File: config.mk
export PLATFORM = sky130hd
export DESIGN_NAME = tick_task_scheduler_top
export DESIGN_NICKNAME = d
export VERILOG_FILES = /design/src/rtl/tts_pkg.sv /design/src/rtl/tts_cell.sv /design/src/rtl/tick_task_scheduler_top.sv
export VERILOG_INCLUDE_DIRS = /design/src /design/src/rtl
export SDC_FILE = /design/constraint.sdc
export NUM_CORES = 1
export LEC_CHECK = 0
export BUFFER_PORTS_ARGS = -buffer_cell sky130_fd_sc_hd__buf_2
export CORE_ASPECT_RATIO = 0.7
export CORE_MARGIN = 3
export CORE_UTILIZATION = 31
export CTS_BUF_LIST = sky130_fd_sc_hd__clkbuf_16
export DETAILED_ROUTE_END_ITERATION = 8
export PLACE_DENSITY_LB_ADDON = 0.2
export SYNTH_ARGS = -nofsm -noshare
export SYNTH_HDL_FRONTEND = slang
export SYNTH_SLANG_ARGS = --single-unit
File: constraint.sdc
create_clock -name clk -period 8 [get_ports clk]
set_input_delay 0 -clock clk [delete_from_list [all_inputs] [get_ports clk]]
set_output_delay 0 -clock clk [all_outputs]
set_load 0.05 [all_outputs]
File: src/rtl/tick_task_scheduler_top_defines.svh
// ----------------------------------------------------------------------------
// Tick task scheduler assertion macros
// Shared shorthand for the concurrent checks at the end of the top level.
// ----------------------------------------------------------------------------
`ifndef TICK_TASK_SCHEDULER_TOP_DEFINES_SVH
`define TICK_TASK_SCHEDULER_TOP_DEFINES_SVH

// Same-cycle implication, sampled on clk and held off during reset.
`define TTS_ASSERT_NOW(label, ante, cons) \
  label: assert property (@(posedge clk) disable iff (!rst_n) (ante) |-> (cons)) \
    else $error("tick task scheduler check failed");

// Next-cycle implication, sampled on clk and held off during reset.
`define TTS_ASSERT_NEXT(label, ante, cons) \
  label: assert property (@(posedge clk) disable iff (!rst_n) (ante) |=> (cons)) \
    else $error("tick task scheduler check failed");

`endif

File: src/rtl/tts_pkg.sv
// ----------------------------------------------------------------------------
// Tick task scheduler package
// Table size, derived widths, command and status codes, and the cell control
// bundle shared by the slot cells and the top level.
// ----------------------------------------------------------------------------
`default_nettype none

package tts_pkg;

  localparam int SLOT_COUNT = 8;
  localparam int IDX_W      = (SLOT_COUNT > 1) ? $clog2(SLOT_COUNT) : 1;
  localparam int CNT_W      = $clog2(SLOT_COUNT + 1);
  localparam int IVAL_W     = 16;
  localparam int PEND_W     = 8;

  typedef enum logic [1:0] {
    CMD_TICK     = 2'd0,
    CMD_ADD_PER  = 2'd1,
    CMD_ADD_ONE  = 2'd2,
    CMD_DISPATCH = 2'd3
  } cmd_t;

  typedef enum logic [1:0] {
    ST_OK   = 2'd0,
    ST_FULL = 2'd1,
    ST_NONE = 2'd2
  } status_t;

  typedef struct packed {
    logic              step;
    cmd_t              cmd;
    logic [IVAL_W-1:0] interval;
  } cell_ctl_t;

  // Low three bits of a slot number, as reported on the result channel.
  function automatic logic [2:0] slot3(input logic [31:0] v);
    return v[2:0];
  endfunction

endpackage

`default_nettype wire

File: src/rtl/tts_cell.sv
// ----------------------------------------------------------------------------
// Tick task scheduler slot cell
// Holds one slot's countdown, reload value, mode and pending count, and takes
// part in the dispatch priority chain running from slot 0 upward.
// ----------------------------------------------------------------------------
`default_nettype none

module tts_cell (
  input  wire logic                       clk,
  input  wire logic                       rst_n,
  input  wire tts_pkg::cell_ctl_t         ctl_i,
  input  wire logic                       add_sel_i,
  input  wire logic [tts_pkg::IDX_W-1:0]  cell_idx_i,
  input  wire logic                       pend_i,
  input  wire logic [tts_pkg::IDX_W-1:0]  idx_i,
  output logic                            pend_o,
  output logic [tts_pkg::IDX_W-1:0]       idx_o
);

  logic [tts_pkg::IVAL_W-1:0] countdown_r, countdown_nxt;
  logic [tts_pkg::IVAL_W-1:0] reload_r, reload_nxt;
  logic                       periodic_r, periodic_nxt;
  logic [tts_pkg::PEND_W-1:0] pending_r, pending_nxt;

  logic                       mine;
  logic                       first;
  logic [tts_pkg::IVAL_W-1:0] cd_dec;

  assign mine   = (pending_r != '0);
  assign first  = mine && !pend_i;
  assign pend_o = pend_i || mine;
  assign idx_o  = first ? cell_idx_i : idx_i;
  assign cd_dec = countdown_r - tts_pkg::IVAL_W'(1);

  always_comb begin
    countdown_nxt = countdown_r;
    reload_nxt    = reload_r;
    periodic_nxt  = periodic_r;
    pending_nxt   = pending_r;
    if (ctl_i.step) begin
      unique case (ctl_i.cmd) inside
        tts_pkg::CMD_TICK: begin
          if (periodic_r) begin
            if (cd_dec == '0) begin
              countdown_nxt = reload_r;
              if (pending_r != {tts_pkg::PEND_W{1'b1}}) begin
                pending_nxt = pending_r + tts_pkg::PEND_W'(1);
              end
            end else begin
              countdown_nxt = cd_dec;
            end
          end else if (countdown_r != '0) begin
            countdown_nxt = cd_dec;
            if (cd_dec == '0) begin
              pending_nxt = tts_pkg::PEND_W'(1);
            end
          end
        end
        tts_pkg::CMD_ADD_PER, tts_pkg::CMD_ADD_ONE: begin
          if (add_sel_i) begin
            periodic_nxt  = (ctl_i.cmd == tts_pkg::CMD_ADD_PER);
            reload_nxt    = (ctl_i.cmd == tts_pkg::CMD_ADD_PER) ? ctl_i.interval : '0;
            countdown_nxt = ctl_i.interval;
            pending_nxt   = '0;
          end
        end
        tts_pkg::CMD_DISPATCH: begin
          if (first) begin
            pending_nxt = pending_r - tts_pkg::PEND_W'(1);
          end
        end
        default: begin
        end
      endcase
    end
  end

  always_ff @(posedge clk) begin
    if (!rst_n) begin
      countdown_r <= '0;
      reload_r    <= '0;
      periodic_r  <= 1'b0;
      pending_r   <= '0;
    end else begin
      countdown_r <= countdown_nxt;
      reload_r    <= reload_nxt;
      periodic_r  <= periodic_nxt;
      pending_r   <= pending_nxt;
    end
  end

endmodule

`default_nettype wire

File: src/rtl/tick_task_scheduler_top.sv
// ----------------------------------------------------------------------------
// Tick task scheduler top level
// A row of slot cells with a dispatch priority chain and a registered result.
// ----------------------------------------------------------------------------
// Usage:
//   Each request on the in_ channel carries a command (tick, add periodic
//   slot, add one-shot slot, dispatch) and an interval used by adds.
//   Every accepted request yields exactly one result on the out_ channel:
//   a status, the slot added or granted, and whether any slot is pending.
//   The result is registered and is valid in the cycle after acceptance.
//   Throughput is one request per cycle while out_ready is high; all slot
//   cells update in parallel and the dispatch grant ripples through the
//   cell chain within that cycle.
//   If the receiver stalls, the result register holds and in_ready stays
//   low until it is taken, so the slot state stays frozen meanwhile.
//   Synchronous reset empties the table, clears every countdown and pending
//   count, and drops out_valid.
// ----------------------------------------------------------------------------
`default_nettype none
`include "tick_task_scheduler_top_defines.svh"

module tick_task_scheduler_top (
  input  wire logic        clk,
  input  wire logic        rst_n,
  input  wire logic        in_valid,
  output logic             in_ready,
  input  wire logic [1:0]  in_cmd,
  input  wire logic [15:0] in_interval,
  output logic             out_valid,
  input  wire logic        out_ready,
  output logic [1:0]       out_status,
  output logic [2:0]       out_slot_index,
  output logic             out_any_pending
);

  localparam int N = tts_pkg::SLOT_COUNT;

  logic                       accept;
  tts_pkg::cmd_t              cmd;
  tts_pkg::cell_ctl_t         ctl;
  logic [N:0]                 pend_chain;
  logic [tts_pkg::IDX_W-1:0]  idx_chain [0:N];

  logic [tts_pkg::CNT_W-1:0]  slots_used_r, slots_used_nxt;
  logic                       full;
  logic                       out_valid_r;
  logic [1:0]                 status_r, status_nxt;
  logic [2:0]                 slot_r, slot_nxt;
  logic                       add_ok;
  logic                       dispatch_empty;

  assign in_ready = !out_valid_r || out_ready;
  assign accept   = in_valid && in_ready;
  assign cmd      = tts_pkg::cmd_t'(in_cmd);
  assign full     = (slots_used_r == tts_pkg::CNT_W'(N));

  assign add_ok = accept && !full &&
                  ((cmd == tts_pkg::CMD_ADD_PER) || (cmd == tts_pkg::CMD_ADD_ONE));
  assign dispatch_empty = accept && (cmd == tts_pkg::CMD_DISPATCH) && !pend_chain[N];

  assign ctl.step     = accept;
  assign ctl.cmd      = cmd;
  assign ctl.interval = in_interval;

  assign pend_chain[0] = 1'b0;
  assign idx_chain[0]  = '0;

  for (genvar k = 0; k < N; k++) begin : g_cell
    tts_cell u_cell (
      .clk        (clk),
      .rst_n      (rst_n),
      .ctl_i      (ctl),
      .add_sel_i  (slots_used_r == tts_pkg::CNT_W'(k)),
      .cell_idx_i (tts_pkg::IDX_W'(k)),
      .pend_i     (pend_chain[k]),
      .idx_i      (idx_chain[k]),
      .pend_o     (pend_chain[k+1]),
      .idx_o      (idx_chain[k+1])
    );
  end

  always_comb begin
    slots_used_nxt = slots_used_r;
    status_nxt     = tts_pkg::ST_OK;
    slot_nxt       = '0;
    unique case (cmd) inside
      tts_pkg::CMD_TICK: begin
      end
      tts_pkg::CMD_ADD_PER, tts_pkg::CMD_ADD_ONE: begin
        if (full) begin
          status_nxt = tts_pkg::ST_FULL;
        end else begin
          slots_used_nxt = slots_used_r + tts_pkg::CNT_W'(1);
          slot_nxt       = tts_pkg::slot3(32'(slots_used_r));
        end
      end
      tts_pkg::CMD_DISPATCH: begin
        if (pend_chain[N]) begin
          slot_nxt = tts_pkg::slot3(32'(idx_chain[N]));
        end else begin
          status_nxt = tts_pkg::ST_NONE;
        end
      end
      default: begin
      end
    endcase
  end

  always_ff @(posedge clk) begin
    if (!rst_n) begin
      out_valid_r  <= 1'b0;
      slots_used_r <= '0;
    end else begin
      if (accept) begin
        out_valid_r  <= 1'b1;
        slots_used_r <= slots_used_nxt;
      end else if (out_ready) begin
        out_valid_r <= 1'b0;
      end
    end
  end

  always_ff @(posedge clk) begin
    if (accept) begin
      status_r <= status_nxt;
      slot_r   <= slot_nxt;
    end
  end

  // The slot state only changes on acceptance, so the pending summary read
  // from the cells stays fixed while a result waits.
  assign out_valid       = out_valid_r;
  assign out_status      = status_r;
  assign out_slot_index  = slot_r;
  assign out_any_pending = pend_chain[N];

  `TTS_ASSERT_NOW(a_used_bound, 1'b1, slots_used_r <= tts_pkg::CNT_W'(N))
  `TTS_ASSERT_NEXT(a_empty_dispatch, dispatch_empty, out_status == tts_pkg::ST_NONE)
  `TTS_ASSERT_NEXT(a_add_grows, add_ok, slots_used_r == $past(slots_used_r) + tts_pkg::CNT_W'(1))
  `TTS_ASSERT_NOW(a_full_report, out_valid_r && (out_status == tts_pkg::ST_FULL), full)

endmodule

`default_nettype wire

==> flow_summary_export.csv <==
group,metric,value,unit
critical_path,end_kind,"register",
global_route,track_usage,0.216,
cells_and_area,drive_gt1_frac,0.0750,
sta,hold_viol_final,0,
die,die_w,315,um
hold_path,hold_depth,5,
power_and_ir_drop,ir_worst_vdd,171,uV
critical_path,ff2ff_setup_slack,4.10,ns
sta,relSlewSlack,0.169,
hold_path,holdPathEnd,"g_cell[4].u_cell.pending_r[3]$_SDFFE_PN0P_",
clock_tree,clock_sinks,338,
synthesis,async_flop_share,0,
cells_and_area,synthToLayoutAreaGrowth,9.62,%
clock_tree,cts_root_buffer,"clkbuf_16",
die,io_pins,30,
synthesis,yosys.area.top_type_share,0.322,
critical_path,path_max_fanout,39,
die,rows,78,
synthesis,synth.area.top_cells,"dfxtp_1, nand2_1, a21oi_1, nand4_1, nor2_1",
global_route,grt-ovfl-total,0,
synthesis,yosys_warnings,0,
sta,setup_tns,0,ns
run_status,status,"complete, no violations",
synthesis,synth_top_cell_by_area,"dfxtp_1",
sta,setup_violations,0,
global_route,grt_pass1_wl,120,mm
place,io_buffers,29,
synthesis,syn_area,0.0207,mm^2
cells_and_area,final_core_util,0.347,
critical_path,required,8.34,ns
clock_tree,postCtsSetupRepairBufs,0,
critical_path,crit_type,"reg -> reg",
synthesis,syn-num-nets,2818,
sta,fin_skew,0.0301,ns
synthesis,ys.flop_type,"dfxtp_1",
die,die_area,0.0700,mm^2
synthesis,yosysSeqAreaShare,0.329,
clock_tree,clockBufferDepth,3,
sta,max_freq,257,MHz
critical_path,reg2reg_to,"g_cell[7].u_cell.countdown_r[9]$_SDFFE_PN0P_",
hold_path,hp-start,"in_cmd[1]",
cells_and_area,fin_nets,2686,
clock_tree,cts_resized,0,
critical_path,cp_data_arrival_time,4.24,ns
route,initialDrtViolationCount,2345,
place,gp_congestion,0.907,
die,die_height,222,um
power_and_ir_drop,power.leakage,7.43,nW
global_route,grt_pass1_vias,19300,
synthesis,synth-seq-cells,338,
global_route,grt_max_degree,101,
flow_run,maxCapViolations,0,
clock_tree,numCtsBuffers,39,
route,dr.pass1.iters,5,
clock_tree,htreeDepth,2,
sta,slew_viol_final,0,
global_route,antenna_found_initial,2,
route,drc,0,
die,start_util,0.316,
route,antenna_left,0,
sta,layout_min_cycle_time,3.90,ns
route,via_per_inst,6.04,
sta,fin_crit_sh,0.487,
sta,tightest_slew,1.22,ns
cells_and_area,nFillCells,6846,
place,hpwl,50.6,mm
synthesis,synth-edff-count,5,
route,vias,21300,
hold_path,hold_class,"in -> reg",
clock_tree,clock_latency,0.55,ns
route,wl_per_cell,22.2,um
critical_path,reg2reg_from,"slots_used_r[1]$_SDFFE_PN0P_",
clock_tree,cts_tree,"built",
die,core-area,0.0655,mm^2
synthesis,synth.distinct_cells,97,
clock_tree,cts.clk_slew.worst_paths,0.06,ns
synthesis,avgSynthCellArea,7.54,um^2
power_and_ir_drop,cellPowerDensity,217,mW/mm^2
synthesis,synthCells,2748,
critical_path,cp-start-kind,"register",
critical_path,rr_worst_depth,10,
sta,rsz0062_at_grt,"false",
route,wirelength,78.2,mm
-- how the worst max path moves through the flow --
stage | slack, ns | startpoint | depth (start not counted) | end
2_1_floorplan | 4.91 | out_valid$_SDFFE_PN0P_ | 10 | g_cell[5].u_cell.countdown_r[15]$_SDFFE_PN0P_
3_3_place_gp | 3.77 | in_cmd[0] | 11 | g_cell[3].u_cell.pending_r[5]$_SDFFE_PN0P_
3_5_place_dp | 3.63 | in_cmd[1] | 11 | g_cell[3].u_cell.pending_r[2]$_SDFFE_PN0P_
4_1_cts | 4.15 | slots_used_r[1]$_SDFFE_PN0P_ | 10 | g_cell[7].u_cell.countdown_r[9]$_SDFFE_PN0P_
5_1_grt | 3.88 | in_cmd[1] | 11 | g_cell[3].u_cell.pending_r[2]$_SDFFE_PN0P_
6_report | 4.10 | slots_used_r[1]$_SDFFE_PN0P_ | 10 | g_cell[7].u_cell.countdown_r[9]$_SDFFE_PN0P_
-- per-stage QoR --
step / hold slack, ns / worst slack (ns) / cell area, um^2 / std cells / power [mW]
final: 0.220 / 4.10 / 22700 / 3520 / 4.93
after global placement: 0.338 / 3.77 / 21300 / 3436 / 3.14
after floorplan: 0.145 / 4.91 / 20700 / 2748 / 2.80
after global routing: 0.255 / 3.88 / 22700 / 3519 / 5.17
after CTS: 0.192 / 4.15 / 22700 / 3519 / 4.94
after detailed placement: 0.327 / 3.63 / 21300 / 3436 / 3.16
-- routing by layer --
layer	GRT usage	part of all wire	vias to the layer above
met2	0.306	0.41	843
met4	0.0627	0.027	4
met1	0.323	0.48	10300
met3	0.0473	0.082	135
met5	0	0.00035	-
li1	-	-	9952
-- cell usage after synthesis, types with 8 or more instances --
master / count
nand4_1: 159
a22oi_1: 10
nor3b_1: 9
o22ai_1: 13
xnor2_1: 53
nand3b_1: 8
a211oi_1: 58
and3_1: 28
nor2b_1: 10
buf_1: 20
o221ai_1: 9
nor4b_1: 14
and2_1: 14
o31ai_1: 18
o32ai_1: 9
or4_1: 22
o21a_1: 13
o21ai_0: 86
or3_1: 34
o211ai_1: 50
nand3_1: 82
dfxtp_1: 333
nor3_1: 94
nand2_1: 371
nand2b_1: 12
a21oi_1: 242
a31oi_1: 73
inv_1: 61
o221a_2: 16
xor2_1: 51
a2111oi_0: 56
buf_2: 14
nor4_1: 39
or2_2: 10
nor2_1: 226
clkbuf_1: 211
ha_1: 48
-- layout make-up --
cell class	instances	area (um^2)	share of cell area
Antenna cell	1	2.50	0.000110
Clock buffer	39	976	0.0430
Clock inverter	25	211	0.00931
Inverter	62	240	0.0106
Multi-Input combinational cell	2095	12800	0.563
Sequential cell	338	6820	0.300
Tap cell	880	1100	0.0485
Timing Repair Buffer	80	578	0.0254
-- state kept, by name, indices dropped and copies added (netlist names) --
signal,cells
g_cell.u_cell.countdown_r,128
g_cell.u_cell.reload_r,128
g_cell.u_cell.pending_r,64
g_cell.u_cell.periodic_r,8
slots_used_r,4
out_slot_index,3
out_status,2
out_valid,1
-- placed cells by master (no fill, tap or decap), types with 8 or more instances in the layout --
master         netlist  layout
nand2_1            371     370
dfxtp_1            333     333
a21oi_1            242     242
nor2_1             226     214
nand4_1            159     159
nor3_1              94      92
o21ai_0             86      86
nand3_1             82      82
a31oi_1             73      73
inv_1               61      68
a2111oi_0           56      56
a211oi_1            58      55
xnor2_1             53      53
xor2_1              51      51
o211ai_1            50      50
ha_1                48      46
nor4_1              39      39
clkbuf_16            0      39
or3_1               34      34
buf_4                5      33
and3_1              28      28
buf_2               14      28
or4_1               22      22
dlygate4sd3_1        0      19
o31ai_1             18      18
o221a_2             16      16
nor4b_1             14      14
and2_1              14      14
o21a_1              13      13
o22ai_1             13      13
nand2b_1            12      12
nor2_2               1      12
or2_2               10      10
a22oi_1             10      10
nor2b_1             10       9
nor3b_1              9       9
o32ai_1              9       9
o221ai_1             9       9
nand3b_1             8       8
-- cell families after synthesis --
family | synth area share
AOI/OAI and AO/OA | 0.246
muxes | 0.00453
DFF | 0.329
buffers and inverters | 0.0596
adders and majority gates | 0.0290
xor gates and xnor gates | 0.0447
and+or+nand+nor | 0.287
-- power breakdown --
| group | internal, mW | switching (mW) | leakage, nW |
|---|---|---|---|
| Combinational | 0.432 | 0.818 | 4.06 |
| Clock | 1.01 | 0.761 | 0.617 |
| Sequential | 1.77 | 0.139 | 2.76 |
| Total | 3.21 | 1.72 | 7.43 |
-- what timing repair did --
action | 4_1_cts | 5_1_grt
endpoints found under the hold margin | 110 | 0
endpoints found under the setup margin | 0 | 0
hold buffers | 19 | 0
-- critical path, stage by stage, from the launching register on --
cell       delay, ns
dfxtp_1         0.43
ha_1            0.19
buf_4           0.40
nand3b_1        0.19
a2111oi_0       1.09
o31a_1          0.26
buf_4           0.31
and2_1          0.48
nand2_1         0.12
a21oi_1         0.14
a2111oi_0       0.07
Power figures use the tool's default switching activity.
